File: config.mk
export PLATFORM = sky130hd
export DESIGN_NAME = iss_queue
export DESIGN_NICKNAME = d
export VERILOG_FILES = /design/src/design/iss_pkg.sv /design/src/design/iss_queue.sv
export VERILOG_INCLUDE_DIRS = /design/src /design/src/design
export SDC_FILE = /design/constraint.sdc
export NUM_CORES = 1
export LEC_CHECK = 0
export ABC_AREA = 0
export BUFFER_PORTS_ARGS = -buffer_cell sky130_fd_sc_hd__buf_2
export CAP_MARGIN = 15
export CORE_ASPECT_RATIO = 1.5
export CORE_MARGIN = 2
export CORE_UTILIZATION = 54
export CTS_CLUSTER_DIAMETER = 150
export DETAILED_ROUTE_END_ITERATION = 10
export PLACE_DENSITY = 0.8
export SLEW_MARGIN = 0
export SYNTH_ARGS = -nofsm -noshare
export SYNTH_HDL_FRONTEND = slang
export SYNTH_SLANG_ARGS = --single-unit
File: constraint.sdc
create_clock -name clk -period 7.2 [get_ports clk]
set_clock_uncertainty 0.05 [all_clocks]
set_input_delay 0.36 -clock clk [delete_from_list [all_inputs] [get_ports clk]]
set_output_delay 0.36 -clock clk [all_outputs]
set_load 0.05 [all_outputs]
File: src/design/assert_macros.svh
// Assertion macros shared by the indexed sequential search modules.
`ifndef ASSERT_MACROS_SVH
`define ASSERT_MACROS_SVH
`ifndef NO_ASSERTIONS
// Clocked check, switched off while reset is held.
`define ASSERT_CLK(lbl, clk, rst_n, prop, msg) \
    lbl: assert property (@(posedge clk) disable iff (!rst_n) prop) else $error(msg);
// Clocked check that also holds through reset.
`define ASSERT_ALWAYS(lbl, clk, prop, msg) \
    lbl: assert property (@(posedge clk) prop) else $error(msg);
`else
`define ASSERT_CLK(lbl, clk, rst_n, prop, msg)
`define ASSERT_ALWAYS(lbl, clk, prop, msg)
`endif
`endif

File: src/design/iss_pkg.sv
// Shared types, codes and constants of the indexed sequential search block.
package iss_pkg;

    localparam int ARRAY_DEPTH_DEF = 16384;
    localparam int INDEX_DEPTH_DEF = 64;
    localparam int QUEUE_DEPTH     = 2;

    localparam int LEN_W     = 15;
    localparam int CNT_W     = 7;
    localparam int ADDR_W    = 14;
    localparam int POS_W     = 14;
    localparam int WORD_W    = 32;
    localparam int REQ_W     = 2;
    localparam int CFG_IDX_W = 2;
    localparam int CFG_W     = 15;

    localparam logic [LEN_W-1:0] LEN_RESET = 15'd16384;
    localparam logic [CNT_W-1:0] CNT_RESET = 7'd50;

    localparam logic [REQ_W-1:0] REQ_WRITE  = 2'd0;
    localparam logic [REQ_W-1:0] REQ_BUILD  = 2'd1;
    localparam logic [REQ_W-1:0] REQ_SEARCH = 2'd2;

    localparam logic [CFG_IDX_W-1:0] CFG_ARRAY_LENGTH = 2'd0;
    localparam logic [CFG_IDX_W-1:0] CFG_INDEX_COUNT  = 2'd1;

    typedef enum logic [1:0] {
        CMD_WRITE,
        CMD_BUILD,
        CMD_SEARCH
    } cmd_op_t;

    typedef struct packed {
        cmd_op_t                   op;
        logic [ADDR_W-1:0]         addr;
        logic signed [WORD_W-1:0]  word;
    } cmd_t;

    typedef struct packed {
        logic full;
        logic empty;
    } q_status_t;

    typedef struct packed {
        logic [LEN_W-1:0] length;
        logic [CNT_W-1:0] count;
    } cfg_t;

    typedef struct packed {
        logic             start;
        logic [LEN_W-1:0] dividend;
        logic [CNT_W-1:0] divisor;
    } div_req_t;

    typedef struct packed {
        logic             done;
        logic [LEN_W-1:0] quot;
        logic [CNT_W-1:0] rem;
    } div_rsp_t;

    typedef struct packed {
        logic signed [WORD_W-1:0] key;
        logic [POS_W-1:0]         pos;
    } idx_entry_t;

endpackage

File: src/design/iss_queue.sv
// Short command queue between the front end and the sequencer.
`include "assert_macros.svh"

module iss_queue (
    input  logic               clk,
    input  logic               rst_n,
    input  logic               push,
    input  iss_pkg::cmd_t      push_cmd,
    input  logic               pop,
    output iss_pkg::cmd_t      head_cmd,
    output iss_pkg::q_status_t status
);

    localparam int DEPTH = iss_pkg::QUEUE_DEPTH;
    localparam int PTR_W = (DEPTH > 1) ? $clog2(DEPTH) : 1;
    localparam int CNT_W = $clog2(DEPTH + 1);

    iss_pkg::cmd_t    entry_reg [DEPTH];
    logic [PTR_W-1:0] wr_ptr_reg;
    logic [PTR_W-1:0] rd_ptr_reg;
    logic [CNT_W-1:0] count_reg;

    function automatic logic [PTR_W-1:0] bump(input logic [PTR_W-1:0] p);
        return (32'(p) == DEPTH - 1) ? '0 : PTR_W'(p + 1'b1);
    endfunction

    always_ff @(posedge clk)
    begin
        if (push)
        begin
            entry_reg[wr_ptr_reg] <= push_cmd;
        end
    end

    always_ff @(posedge clk or negedge rst_n)
    begin
        if (!rst_n)
        begin
            wr_ptr_reg <= '0;
            rd_ptr_reg <= '0;
            count_reg  <= '0;
        end
        else
        begin
            if (push)
            begin
                wr_ptr_reg <= bump(wr_ptr_reg);
            end
            if (pop)
            begin
                rd_ptr_reg <= bump(rd_ptr_reg);
            end
            if (push && !pop)
            begin
                count_reg <= CNT_W'(count_reg + 1'b1);
            end
            else if (pop && !push)
            begin
                count_reg <= CNT_W'(count_reg - 1'b1);
            end
        end
    end

    assign head_cmd     = entry_reg[rd_ptr_reg];
    assign status.full  = (32'(count_reg) == DEPTH);
    assign status.empty = (count_reg == '0);

    `ASSERT_CLK(a_pop_not_empty, clk, rst_n, pop |-> count_reg != '0, "pop from empty queue")
    `ASSERT_CLK(a_push_not_full, clk, rst_n, push |-> !status.full, "push into full queue")
    `ASSERT_ALWAYS(a_count_bound, clk, 32'(count_reg) <= DEPTH, "queue count overflow")

endmodule

==> results.py <==
metrics = {
    "synth": {
        "synth_sequential_area_ratio": 0.807,
        "ys_seq_elements": 100,
        "synthesis.yosys.warnings": 0,
        "synth_top_area_frac": 0.780,
        "synth.distinct_cells": 14,
        "post_synth_inst_count": 165,
        "synthDominantAreaCellType": "edfxtp_1",
        "synth_top_cells_by_area": "edfxtp_1, mux2_2, mux2_4",
        "mappedNetlistArea_um2": 3700,
        "syn-num-nets": 218,
        "syn_avg_cell_area_um2": 22.4,
    },
    "cts": {
        "clock-sinks": 100,
        "numCtsBuffers": 9,
        "cts_resized": 0,
        "cts.clk_slew.worst_paths_ns": 0.08,
        "cts-htree-levels": 3,
        "cts_tree": "yes",
        "insertion_delay_ns": 0.36,
        "clock_root_buffer": "clkbuf_8",
        "cts_hold_buffers": 1,
        "post_cts_buffers": 0,
        "clock_path_buffers": 2,
    },
    "grt": {
        "grt_antenna_before_repair": 0,
        "grt_usage": 0.165,
        "global_route_wire_length_before_repair_um": 9070,
        "first_global_vias": 1945,
        "largest_net_degree_at_the_start_of_global_routing": 50,
        "total_global_routing_overflow": 0,
    },
    "drt": {
        "first_pass_iters": 4,
        "ant_nets": 0,
        "vias_per_cell": 5.21,
        "num_vias": 1861,
        "wire_per_inst_um": 16.9,
        "drc_errors": 0,
        "detail_route.iter0.violations": 104,
        "drt-total-wl_um": 6040,
    },
    "floorplanning": {
        "fp.dieH_um": 105,
        "die_w_um": 71.6,
        "initial_utilization": 0.562,
        "die_area_um2": 7540,
        "core_area_um2": 6580,
        "pin_count": 102,
        "number_of_rows_in_the_core_area": 36,
    },
    "worst_hold_path": {
        "min-delay-path-class": "in2reg",
        "min_delay_path_depth": 1,
        "worst_hold_startpoint": "push_cmd[9]",
        "hold_path_end": "entry_reg[0][9]",
    },
    "worst_setup_path": {
        "critPathRequiredTime_ns": 6.79,
        "path_class": "reg2out",
        "critical_path.endpoint_type": "output port",
        "crit-reg2reg-capture": "entry_reg[0][4]",
        "worst-endpoint-arrival_ns": 1.83,
        "ff2ff_path_depth": 2,
        "timing.critical_path.fanout_max": 38,
        "r2r_start": "wr_ptr_reg",
        "ff2ff_setup_slack_ns": 5.46,
        "critPathLaunchType": "register",
    },
    "job": {
        "timing.max_cap.violations": 0,
    },
    "sta": {
        "clock.fmax_mhz": 446,
        "hold_viol": 0,
        "totalNegativeSetupSlack_ns": 0,
        "rsz0062_at_grt": "false",
        "max_slew.worst_pin.slew_ns": 0.472,
        "period_share": 0.311,
        "hold_slack_ns": 0.132,
        "timing.final.ws_setup_ns": 4.96,
        "setup_viol": 0,
        "post-route-min-period_ns": 2.24,
        "max_slew_margin": 0.685,
        "final_max_slew_viol_count": 0,
    },
    "final_layout": {
        "area_delta_synth_final_pct": 23.0,
        "drive_above_1_share": 0.598,
        "final_common_cell": "buf_2",
        "finish.net_count": 329,
        "antenna_cells": 0,
        "nFillCells": 448,
        "most-common-layout-cells": "buf_2, edfxtp_1, mux2_2",
        "largest_register_ff_count": 96,
    },
    "placement": {
        "dp_hpwl_um": 3810,
        "pre_cts_ws_ns": 4.94,
        "gp_congestion": 0.715,
        "port_buffers": 101,
    },
    "power": {
        "vdd.ir_drop.worst_uv": 268,
        "design_power_total_mw": 2.10,
        "power.density_nw_per_um2": 461,
        "p_leak_nw": 1.77,
    },
    "status": {
        "result_of_the_run": "completed",
    },
}
==> final cells by class <==
type                            count  area (µm²)  area share
Clock buffer                       10         128      0.0281
Clock inverter                      6         103      0.0226
Inverter                            1        3.75    0.000826
Multi-Input combinational cell     59         669       0.147
Sequential cell                   100        2980       0.656
Tap cell                           76        95.1      0.0209
Timing Repair Buffer              105         563       0.124
==> critical path, stage by stage (launching register included) <==
cell     delay [ns]
dfrtp_2        0.57
buf_12         0.28
mux2_2         0.37
buf_2          0.22
==> logic make-up after synthesis <==
family / share of synthesized area
flip-flops: 0.807
multiplexers: 0.156
buffers and inverters: 0.0142
XOR/XNOR: 0.0118
AND/OR/NAND/NOR: 0.00711
adder cells (fa/ha/maj): 0.00338
==> per-layer routing <==
metal  global-route usage  vias up  share of wire
li1                     -      865              -
met5                    0        -              0
met4               0.0970        0          0.025
met1                0.169      914           0.37
met2                0.290       70           0.54
met3               0.0478       12          0.068
==> cells in the mapped netlist <==
library cell  number
and2_1             1
buf_4              3
buf_6              1
buf_8              1
dfrtp_1            4
edfxtp_1          96
ha_1               1
inv_1              1
mux2_2            38
mux2_4            10
nor2_1             2
nor2b_1            2
xnor2_1            1
xor2_1             4
==> where the power goes <==
group	switching (mW)	internal, mW
sequential	0.0464	0.772
clock	0.176	0.228
combinational	0.617	0.256
total	0.839	1.26
==> worst max path at each step <==
stage                     from         endpoint  slack, ns  depth (start not counted)
floorplan           wr_ptr_reg  entry_reg[0][0]       4.15                          1
global placement    rd_ptr_reg     head_cmd[44]       4.94                          2
detailed placement  rd_ptr_reg     head_cmd[43]       4.94                          2
CTS                 rd_ptr_reg     head_cmd[43]       4.55                          2
global route        rd_ptr_reg     head_cmd[34]       4.88                          3
finish              rd_ptr_reg     head_cmd[34]       4.96                          3
==> per-stage QoR <==
step           std cells  cell area [µm²]   util
5_1_grt              357             4550  0.691
3_3_place_gp         338             4270  0.649
6_report             357             4550  0.691
3_5_place_dp         338             4270  0.649
2_1_floorplan        165             3700      -
4_1_cts              355             4510  0.685
Note: power is estimated with default switching activity, not from simulation.
