<file path="config.mk">
export PLATFORM = sky130hd
export DESIGN_NAME = iss_divider
export DESIGN_NICKNAME = d
export VERILOG_FILES = /design/src/design/assert_macros.svh /design/src/design/iss_pkg.sv /design/src/design/iss_divider.sv
export SDC_FILE = /design/constraint.sdc
export NUM_CORES = 1
export LEC_CHECK = 0
export BUFFER_PORTS_ARGS = -buffer_cell sky130_fd_sc_hd__buf_2
export CAP_MARGIN = 30
export CORE_MARGIN = 5
export CORE_UTILIZATION = 56
export DETAILED_ROUTE_END_ITERATION = 8
export HOLD_SLACK_MARGIN = 0.02
export PLACE_DENSITY = 0.95
export SLEW_MARGIN = 20
export SYNTH_ARGS = -nofsm -noshare
export SYNTH_HDL_FRONTEND = slang
export SYNTH_SLANG_ARGS = --single-unit
</file>
<file path="constraint.sdc">
create_clock -name clk -period 4.3 [get_ports clk]
set_input_delay 0.86 -clock clk [delete_from_list [all_inputs] [get_ports clk]]
set_output_delay 0.86 -clock clk [all_outputs]
set_load 0.03 [all_outputs]
</file>
<file path="src/design/assert_macros.svh">
// Assertion macros shared by the indexed sequential search modules.
`ifndef ASSERT_MACROS_SVH
`define ASSERT_MACROS_SVH
`ifndef NO_ASSERTIONS
// Clocked check, switched off while reset is held.
`define ASSERT_CLK(lbl, clk, rst_n, prop, msg) \
    lbl: assert property (@(posedge clk) disable iff (!rst_n) prop) else $error(msg);
// Clocked check that also holds through reset.
`define ASSERT_ALWAYS(lbl, clk, prop, msg) \
    lbl: assert property (@(posedge clk) prop) else $error(msg);
`else
`define ASSERT_CLK(lbl, clk, rst_n, prop, msg)
`define ASSERT_ALWAYS(lbl, clk, prop, msg)
`endif
`endif

</file>
<file path="src/design/iss_pkg.sv">
// Shared types, codes and constants of the indexed sequential search block.
package iss_pkg;

    localparam int ARRAY_DEPTH_DEF = 16384;
    localparam int INDEX_DEPTH_DEF = 64;
    localparam int QUEUE_DEPTH     = 2;

    localparam int LEN_W     = 15;
    localparam int CNT_W     = 7;
    localparam int ADDR_W    = 14;
    localparam int POS_W     = 14;
    localparam int WORD_W    = 32;
    localparam int REQ_W     = 2;
    localparam int CFG_IDX_W = 2;
    localparam int CFG_W     = 15;

    localparam logic [LEN_W-1:0] LEN_RESET = 15'd16384;
    localparam logic [CNT_W-1:0] CNT_RESET = 7'd50;

    localparam logic [REQ_W-1:0] REQ_WRITE  = 2'd0;
    localparam logic [REQ_W-1:0] REQ_BUILD  = 2'd1;
    localparam logic [REQ_W-1:0] REQ_SEARCH = 2'd2;

    localparam logic [CFG_IDX_W-1:0] CFG_ARRAY_LENGTH = 2'd0;
    localparam logic [CFG_IDX_W-1:0] CFG_INDEX_COUNT  = 2'd1;

    typedef enum logic [1:0] {
        CMD_WRITE,
        CMD_BUILD,
        CMD_SEARCH
    } cmd_op_t;

    typedef struct packed {
        cmd_op_t                   op;
        logic [ADDR_W-1:0]         addr;
        logic signed [WORD_W-1:0]  word;
    } cmd_t;

    typedef struct packed {
        logic full;
        logic empty;
    } q_status_t;

    typedef struct packed {
        logic [LEN_W-1:0] length;
        logic [CNT_W-1:0] count;
    } cfg_t;

    typedef struct packed {
        logic             start;
        logic [LEN_W-1:0] dividend;
        logic [CNT_W-1:0] divisor;
    } div_req_t;

    typedef struct packed {
        logic             done;
        logic [LEN_W-1:0] quot;
        logic [CNT_W-1:0] rem;
    } div_rsp_t;

    typedef struct packed {
        logic signed [WORD_W-1:0] key;
        logic [POS_W-1:0]         pos;
    } idx_entry_t;

endpackage

</file>
<file path="src/design/iss_divider.sv">
// Restoring divider, one quotient bit per cycle, for index spacing.
module iss_divider (
    input  logic              clk,
    input  logic              rst_n,
    input  iss_pkg::div_req_t req,
    output iss_pkg::div_rsp_t rsp
);

    localparam int LW     = iss_pkg::LEN_W;
    localparam int DW     = iss_pkg::CNT_W;
    localparam int STEP_W = $clog2(LW);

    logic              busy_reg;
    logic              done_reg;
    logic [STEP_W-1:0] step_reg;
    logic [LW-1:0]     quo_reg;
    logic [DW-1:0]     rem_reg;
    logic [DW-1:0]     divisor_reg;
    logic [DW:0]       shifted;
    logic [DW:0]       diff;
    logic              ge;

    assign shifted = {rem_reg, quo_reg[LW-1]};
    assign ge      = shifted >= {1'b0, divisor_reg};
    assign diff    = shifted - {1'b0, divisor_reg};

    always_ff @(posedge clk or negedge rst_n)
    begin
        if (!rst_n)
        begin
            busy_reg    <= 1'b0;
            done_reg    <= 1'b0;
            step_reg    <= '0;
            quo_reg     <= '0;
            rem_reg     <= '0;
            divisor_reg <= '0;
        end
        else
        begin
            done_reg <= 1'b0;
            if (req.start)
            begin
                busy_reg    <= 1'b1;
                step_reg    <= '0;
                quo_reg     <= req.dividend;
                rem_reg     <= '0;
                divisor_reg <= req.divisor;
            end
            else if (busy_reg)
            begin
                quo_reg  <= {quo_reg[LW-2:0], ge};
                rem_reg  <= ge ? diff[DW-1:0] : shifted[DW-1:0];
                step_reg <= STEP_W'(step_reg + 1'b1);
                if (step_reg == STEP_W'(LW - 1))
                begin
                    busy_reg <= 1'b0;
                    done_reg <= 1'b1;
                end
            end
        end
    end

    assign rsp.done = done_reg;
    assign rsp.quot = quo_reg;
    assign rsp.rem  = rem_reg;

endmodule

</file>
==> impl_metrics.tcl <==
set metrics [dict create \
    yosysWarnings 0 \
    nNetsFinal 272 \
    synthCells 194 \
    grt_max_degree 59 \
    root_buffer "clkbuf_4" \
    route.detailed.drc 0 \
    die_y_um 68.1 \
    vias 1520 \
    die_w_um 68.1 \
    postCtsSetupBuffers 0 \
    r2r_cells 9 \
    syn-cell-area_sq_um 1890 \
    critPathCaptureType "flop" \
    crit_path_max_fanout 11 \
    largest_reg_flops 15 \
    overflow 0 \
    cts_buffer_depth 2 \
    grt_pass1_vias 1464 \
    worst_clock_skew_ns 0.00754 \
    crit_type "reg -> reg" \
    nFillCells 302 \
    cp-start-kind "flop" \
    async_flop_share_pct 100 \
    r2r_start "quo_reg[14]$_DFFE_PN0P_" \
    maxCapViolations 0 \
    holdPathStages 1 \
    ir_drop_uv 241 \
    io_pins 48 \
    hold_violations 0 \
    period_minus_slack_ns 2.74 \
    dieArea_sq_um 4640 \
    antenna_found_initial 0 \
    core_area_sq_um 3310 \
    gr-usage-all-layers_pct 17.6 \
    ant_nets 0 \
    path_clk_slew_ns 0.10 \
    yosysSeqAreaShare_pct 46.3 \
    yosysUniqueCellTypes 37 \
    worst_slew_pin_slew_ns 0.851 \
    worstSkewPairLatency_ns 0.33 \
    p_leak_nw 1.21 \
    whs_endpoint "divisor_reg[0]$_DFFE_PN0P_" \
    p_per_area_nw_per_um2 522 \
    status "completed" \
    wire_per_inst_um 13.4 \
    max_freq_ghz 0.365 \
    drt-total-wl_um 3780 \
    n_antenna_cell 0 \
    hold_buffers 0 \
    cts_buffers 5 \
    r2r_slack_ns 1.56 \
    routed_via_density 5.37 \
    first_pass_iters 4 \
    cts_max_level 2 \
    gp_routability_congestion 0.878 \
    rows 21 \
    worstReg2RegEnd "rem_reg[4]$_DFFE_PN0P_" \
    cts_resized 0 \
    fin_area_sq_um 2190 \
    crit_arrival_ns 2.97 \
    synthFlopType "dfrtp_1" \
    min_path_type "reg -> reg" \
    drive_gt1_share_pct 24.9 \
    cts_tree "done" \
    first_iter_violations 41 \
    dp.final_hpwl_um 2800 \
    slew_viol_final 0 \
    grt_pass1_wl_um 6120 \
    fin_crit_sh_pct 63.6 \
    start_util_pct 57.2 \
    crit_required_ns 4.53 \
    syn_nets 229 \
    setup_viol 0 \
    rsz0062_at_grt "no" \
    clock-sinks 35 \
    slew_headroom_pct 43.3 \
    io_buffers 47 \
    fin_tns_setup_ns 0 \
    worstHoldStart "divisor_reg[0]$_DFFE_PN0P_" \
    syn_to_final_growth_pct 15.8 \
    yosys_register_bits 35 \
    place_area_sq_um 2140 \
    synth_enable_flop_cells 0 \
    avgSynthCellArea_sq_um 9.76 \
]
==> cell usage in the layout (no fill, tap or decap), types with 3 or more instances in the layout <==
cell type	instances
dfrtp_1	35
nand3_1	3
ha_1	9
buf_2	47
inv_1	12
nand2_1	25
a21oi_1	4
nor2b_1	3
mux2i_1	19
a211oi_1	5
o21ai_0	22
clkbuf_4	5
xor2_1	5
nand2b_1	3
nor2_1	12
==> per-stage QoR <==
stage | setup WS [ns] | cells | total power [mW] | hold WS (ns) | util [%]
floorplan | 1.96 | 194 | 0.853 | 0.485 | -
global placement | 1.70 | 276 | 0.954 | 0.503 | 64.5
detailed placement | 1.58 | 276 | 0.973 | 0.508 | 64.5
CTS | 1.55 | 283 | 1.15 | 0.532 | 66.2
global route | 1.44 | 283 | 1.22 | 0.555 | 66.2
finish | 1.56 | 283 | 1.14 | 0.526 | 66.2
==> metal layers <==
metal  track usage, %  wire [um]  up-vias
li1                 -          -      752
met5                0          0        -
met2             31.9       1880       40
met3             5.25        256        8
met4             6.45         45        0
met1             19.2       1590      720
==> kinds of logic after synthesis <==
family | share of synthesized area [%]
simple gates | 14.4
compound gates | 13.0
flops | 46.3
buf+inv | 5.42
mux | 10.6
fa+ha+maj | 7.01
xor+xnor | 3.24
==> Yosys cell counts, types with 2 or more instances <==
master    count  area [sq um]
nor3_1        2          10.0
inv_1        12          45.0
a31o_2        2          17.5
a211oi_1      5          37.5
buf_1         2          7.51
a31oi_1       2          12.5
clkbuf_1      7          26.3
nand2b_1      3          18.8
nor2_1       12          45.0
mux2i_1      19           190
nand2_1      25          93.8
o21ai_0      22           110
a21o_1        2          15.0
xor2_1        5          43.8
nor2b_1       3          18.8
a21oi_1       4          20.0
xnor2_1       2          17.5
nand3_1       3          15.0
ha_1          9           113
dfrtp_1      35           876
nand4_1       2          12.5
==> how the worst max path moves through the flow <==
stage | from | to
floorplan | quo_reg[14]$_DFFE_PN0P_ | rem_reg[2]$_DFFE_PN0P_
global placement | quo_reg[14]$_DFFE_PN0P_ | rem_reg[4]$_DFFE_PN0P_
detailed placement | quo_reg[14]$_DFFE_PN0P_ | rem_reg[4]$_DFFE_PN0P_
CTS | quo_reg[14]$_DFFE_PN0P_ | rem_reg[4]$_DFFE_PN0P_
global route | quo_reg[14]$_DFFE_PN0P_ | rem_reg[4]$_DFFE_PN0P_
finish | quo_reg[14]$_DFFE_PN0P_ | rem_reg[4]$_DFFE_PN0P_
==> where the power goes <==
group	internal, mW	switching (mW)
combinational	0.217	0.317
clock	0.0757	0.105
sequential	0.381	0.0486
total	0.673	0.471
==> worst max-delay path: stages (launching register included) <==
cell and delay (ns):
dfrtp_1 0.41, inv_1 0.07, ha_1 0.15, inv_1 0.05
fa_1 0.39, a211o_1 0.35, and3b_1 0.19, nor3_2 0.58
mux2i_1 0.17, a211oi_1 0.28
==> area by class of cell <==
cell class                 instances  area, sq um  area share [%]
multi-input combinational        135          915            41.7
tap                               46         57.6            2.63
sequential                        35          876            40.0
inverter                          12         45.0            2.05
clock inverter                     1         5.00           0.228
timing repair buffer              48          243            11.1
clock buffer                       6         51.3            2.34
No activity file was read; power rests on OpenSTA's default activity.
