===== config.mk =====
export PLATFORM = sky130hd
export DESIGN_NAME = iss_front
export DESIGN_NICKNAME = d
export VERILOG_FILES = /design/src/design/assert_macros.svh /design/src/design/iss_pkg.sv /design/src/design/iss_front.sv
export SDC_FILE = /design/constraint.sdc
export NUM_CORES = 1
export LEC_CHECK = 0
export ABC_CLOCK_PERIOD_IN_PS = 1500
export BUFFER_PORTS_ARGS = -buffer_cell sky130_fd_sc_hd__buf_4
export CORE_MARGIN = 2
export CORE_UTILIZATION = 30
export DETAILED_ROUTE_END_ITERATION = 10
export GPL_TIMING_DRIVEN = 0
export HOLD_SLACK_MARGIN = 0.03
export PLACE_DENSITY = 0.83
export SLEW_MARGIN = 20
export SYNTH_ARGS = -nofsm -noshare
export SYNTH_HDL_FRONTEND = slang
export SYNTH_SLANG_ARGS = --single-unit

===== constraint.sdc =====
create_clock -name clk -period 1.5 [get_ports clk]
set_input_delay 0.15 -clock clk [delete_from_list [all_inputs] [get_ports clk]]
set_output_delay 0.15 -clock clk [all_outputs]
set_load 0.01 [all_outputs]

===== src/design/assert_macros.svh =====
// Assertion macros shared by the indexed sequential search modules.
`ifndef ASSERT_MACROS_SVH
`define ASSERT_MACROS_SVH
`ifndef NO_ASSERTIONS
// Clocked check, switched off while reset is held.
`define ASSERT_CLK(lbl, clk, rst_n, prop, msg) \
    lbl: assert property (@(posedge clk) disable iff (!rst_n) prop) else $error(msg);
// Clocked check that also holds through reset.
`define ASSERT_ALWAYS(lbl, clk, prop, msg) \
    lbl: assert property (@(posedge clk) prop) else $error(msg);
`else
`define ASSERT_CLK(lbl, clk, rst_n, prop, msg)
`define ASSERT_ALWAYS(lbl, clk, prop, msg)
`endif
`endif


===== src/design/iss_pkg.sv =====
// Shared types, codes and constants of the indexed sequential search block.
package iss_pkg;

    localparam int ARRAY_DEPTH_DEF = 16384;
    localparam int INDEX_DEPTH_DEF = 64;
    localparam int QUEUE_DEPTH     = 2;

    localparam int LEN_W     = 15;
    localparam int CNT_W     = 7;
    localparam int ADDR_W    = 14;
    localparam int POS_W     = 14;
    localparam int WORD_W    = 32;
    localparam int REQ_W     = 2;
    localparam int CFG_IDX_W = 2;
    localparam int CFG_W     = 15;

    localparam logic [LEN_W-1:0] LEN_RESET = 15'd16384;
    localparam logic [CNT_W-1:0] CNT_RESET = 7'd50;

    localparam logic [REQ_W-1:0] REQ_WRITE  = 2'd0;
    localparam logic [REQ_W-1:0] REQ_BUILD  = 2'd1;
    localparam logic [REQ_W-1:0] REQ_SEARCH = 2'd2;

    localparam logic [CFG_IDX_W-1:0] CFG_ARRAY_LENGTH = 2'd0;
    localparam logic [CFG_IDX_W-1:0] CFG_INDEX_COUNT  = 2'd1;

    typedef enum logic [1:0] {
        CMD_WRITE,
        CMD_BUILD,
        CMD_SEARCH
    } cmd_op_t;

    typedef struct packed {
        cmd_op_t                   op;
        logic [ADDR_W-1:0]         addr;
        logic signed [WORD_W-1:0]  word;
    } cmd_t;

    typedef struct packed {
        logic full;
        logic empty;
    } q_status_t;

    typedef struct packed {
        logic [LEN_W-1:0] length;
        logic [CNT_W-1:0] count;
    } cfg_t;

    typedef struct packed {
        logic             start;
        logic [LEN_W-1:0] dividend;
        logic [CNT_W-1:0] divisor;
    } div_req_t;

    typedef struct packed {
        logic             done;
        logic [LEN_W-1:0] quot;
        logic [CNT_W-1:0] rem;
    } div_rsp_t;

    typedef struct packed {
        logic signed [WORD_W-1:0] key;
        logic [POS_W-1:0]         pos;
    } idx_entry_t;

endpackage


===== src/design/iss_front.sv =====
// Front end: input handshake, request decode and configuration registers.
module iss_front #(
    parameter int ARRAY_DEPTH = iss_pkg::ARRAY_DEPTH_DEF,
    parameter int INDEX_DEPTH = iss_pkg::INDEX_DEPTH_DEF
) (
    input  logic                                 clk,
    input  logic                                 rst_n,
    input  logic                                 in_valid,
    output logic                                 in_ready,
    input  logic [iss_pkg::REQ_W-1:0]            req_type,
    input  logic [iss_pkg::ADDR_W-1:0]           elem_addr,
    input  logic signed [iss_pkg::WORD_W-1:0]    elem_value,
    input  logic signed [iss_pkg::WORD_W-1:0]    search_key,
    input  logic                                 cfg_we,
    input  logic [iss_pkg::CFG_IDX_W-1:0]        cfg_index,
    input  logic [iss_pkg::CFG_W-1:0]            cfg_data,
    input  iss_pkg::q_status_t                   q_status,
    output logic                                 q_push,
    output iss_pkg::cmd_t                        q_cmd,
    output iss_pkg::cfg_t                        cfg
);

    logic [iss_pkg::LEN_W-1:0] len_reg;
    logic [iss_pkg::CNT_W-1:0] cnt_reg;
    logic                      keep;

    always_ff @(posedge clk or negedge rst_n)
    begin
        if (!rst_n)
        begin
            len_reg <= iss_pkg::LEN_RESET;
            cnt_reg <= iss_pkg::CNT_RESET;
        end
        else if (cfg_we)
        begin
            unique case (cfg_index)
                iss_pkg::CFG_ARRAY_LENGTH: len_reg <= cfg_data;
                iss_pkg::CFG_INDEX_COUNT:  cnt_reg <= cfg_data[iss_pkg::CNT_W-1:0];
                default: ;
            endcase
        end
    end

    // Clamp to the storage actually built.
    always_comb
    begin
        cfg.length = (32'(len_reg) > ARRAY_DEPTH) ? iss_pkg::LEN_W'(ARRAY_DEPTH) : len_reg;
        cfg.count  = (32'(cnt_reg) > INDEX_DEPTH) ? iss_pkg::CNT_W'(INDEX_DEPTH) : cnt_reg;
    end

    // Decode; drop unknown requests and writes beyond the array.
    always_comb
    begin
        q_cmd = '0;
        keep  = 1'b0;
        unique case (req_type)
            iss_pkg::REQ_WRITE:
            begin
                q_cmd.op   = iss_pkg::CMD_WRITE;
                q_cmd.addr = elem_addr;
                q_cmd.word = elem_value;
                keep       = 32'(elem_addr) < ARRAY_DEPTH;
            end
            iss_pkg::REQ_BUILD:
            begin
                q_cmd.op = iss_pkg::CMD_BUILD;
                keep     = 1'b1;
            end
            iss_pkg::REQ_SEARCH:
            begin
                q_cmd.op   = iss_pkg::CMD_SEARCH;
                q_cmd.word = search_key;
                keep       = 1'b1;
            end
            default: keep = 1'b0;
        endcase
    end

    assign in_ready = !q_status.full;
    assign q_push   = in_valid && in_ready && keep;

endmodule


==> impl_metrics.json <==
{
  "p_int_uw": 1510,
  "dp_hpwl_um": 4700,
  "drtIter0Drc": 35,
  "drive_above_1_share": 0.612,
  "port_buffers": 171,
  "clk_latency_ps": 250,
  "ant_nets": 0,
  "dieWidth_um": 76.6,
  "finalHoldViolCount": 0,
  "fin_cells": 408,
  "synth.area.top_cells": "dfrtp_1 28%, mux2i_1 20%, mux2_2 16%",
  "grt_antenna_before_repair": 0,
  "pin_count": 175,
  "start_util": 0.310,
  "synth_area_leader_cell": "dfrtp_1",
  "routed_via_density": 4.38,
  "cts_root_buf": "clkbuf_8",
  "drc": 0,
  "clk_pin_slew_worst_paths_ps": 70,
  "post-cts-setup-buffers": 0,
  "cp_max_fo": 16,
  "leakagePower_uw": 0.00161,
  "cp-start-kind": "flip-flop",
  "fmax_mhz": 731,
  "grt_pass1_wl_um": 8980,
  "core-area_sq_mm": 0.00511,
  "p_seq_frac": 0.374,
  "finalNetCount": 442,
  "critPathCaptureType": "output pin",
  "pwr-share-clk": 0.170,
  "slew_viol_final": 0,
  "dr.pass1.iters": 4,
  "dp.cells": 404,
  "wirelength_um": 5580,
  "cts_made_buffers": 3,
  "worst_ep_required_time_ps": 1350,
  "final.fill_count": 453,
  "worst-endpoint-arrival_ps": 1220,
  "hp-class": "primary input to flip-flop",
  "rows": 26,
  "synth_cells": 163,
  "tightest_slew_ps": 471,
  "crit_type": "flip-flop to output pin",
  "final_cell_mix": "174 x buf_4, 33 x nor2_1, 32 x mux2i_1",
  "die_area_sq_mm": 0.00587,
  "layout_commonest_cell": "buf_4",
  "postSynthAreaPerCell_sq_um": 9.70,
  "p_per_area_mw_per_mm2": 710,
  "ir_drop_mv": 0.726,
  "status": "completed",
  "crit_family": "flip-flops",
  "grt_pass1_vias": 1941,
  "cts.sinks": 22,
  "synth_top_area_share": 0.285,
  "path_cells": "nor2b_1, buf_4",
  "wl_per_cell_um": 13.7,
  "synth_seq_area_share": 0.351,
  "finalSetupViolCount": 0,
  "syn-cell-area_sq_mm": 0.00158,
  "gp_congestion": 0.783,
  "r2r_slack_ps": 530,
  "combPwrFrac": 0.455,
  "ys_ff_latch": 22,
  "rsz0062_at_grt": "false",
  "drv_cap": 0,
  "vias": 1785,
  "switching_share": 0.293,
  "grt_use_total": 0.185,
  "largest_reg_flops": 15,
  "syn2layout_area_growth_pct": 90.0,
  "htreeDepth": 1,
  "tns_ps": 0,
  "grt_max_degree": 23,
  "dieHeight_um": 76.6,
  "cts_tree": "done",
  "grt-ovfl-total": 0,
  "synth_nets": 266,
  "worst_path_max_delay_cell": "dfstp_2",
  "min_period_over_period": 0.912,
  "slew_headroom": 0.686,
  "n_antenna_cell": 0,
  "fin_crit_ps": 1370,
  "skew_ps": 0,
  "synth_cell_types": 16,
  "path_buf_inv": 1,
  "ys_warn_count": 0,
  "slowest_delay_ps": 710,
  "netSwitchingPower_uw": 624,
  "cts.path.max_buffers": 2
}
timing repair:
action / 4_1_cts / 5_1_grt
endpoints found under the setup margin: 9 / 10
resized for setup: 0 / 2
hold buffers: 1 / 0
pin swaps: 0 / 0
endpoints found under the hold margin: 19 / 0
metal layers:
metal | part of all wire | vias up | global-route usage
met1 | 0.36 | 797 | 0.197
met4 | 0.011 | 0 | 0.0509
li1 | - | 885 | -
met5 | 0 | - | 0
met3 | 0.097 | 6 | 0.0557
met2 | 0.53 | 97 | 0.351
power by group through the flow:
stage	Sequential [uW]	Clock (uW)	Combinational (uW)
global placement	792	0	975
detailed placement	800	0	990
global route	819	395	1050
CTS	802	371	981
floorplan	773	0	445
finish	799	363	972
synth_stat cells:
library cell and instances:
dfrtp_1 18, buf_6 1, buf_4 3, inv_1 1
nand3b_1 1, nor2b_1 22, mux2i_1 32, mux2_2 22
nand2_1 1, dfstp_2 4, nor2_1 33, buf_2 1
and2_1 14, and3_1 1, clkbuf_1 8, nor3b_4 1
stage by stage:
stage	hold WS (ps)	worst slack, ps	cell area [sq um]	total power (uW)	util
3_3_place_gp	49.3	139	2950	1770	0.578
2_1_floorplan	-146	413	1580	1220	-
5_1_grt	113	60.7	3010	2270	0.588
4_1_cts	116	115	3000	2150	0.588
3_5_place_dp	53.2	118	2950	1790	0.578
6_report	120	132	3010	2130	0.588
logic make-up after synthesis:
kind of cell / Yosys count / share of synthesized area
and+or+nand+nor: 73 / 0.244
buffers and inverters: 14 / 0.0459
muxes: 54 / 0.359
DFF: 22 / 0.351
layout make-up:
cell class / count / area, sq um / share of cell area
timing repair buffer: 172 / 1290 / 0.430
sequential: 22 / 556 / 0.185
tap: 70 / 87.6 / 0.0291
buffer: 12 / 66.3 / 0.0221
clock buffer: 4 / 45.0 / 0.0150
inverter: 1 / 3.75 / 0.00125
multi-input combinational: 127 / 953 / 0.317
path summary, 6_finish.rpt:
| kind | start | end | depth (start not counted) |
|---|---|---|---|
| hold / removal | cfg_data[8] | len_reg[8] | 2 |
| setup reg to reg | len_reg[14] | len_reg[14] | 1 |
| max in group asynchronous | rst_n | cnt_reg[4] | 2 |
| min in group asynchronous | rst_n | len_reg[1] | 2 |
| setup / recovery | len_reg[14] | cfg[14] | 2 |
| hold reg to reg | len_reg[8] | len_reg[8] | 1 |
(Power assumes the default switching activity.)
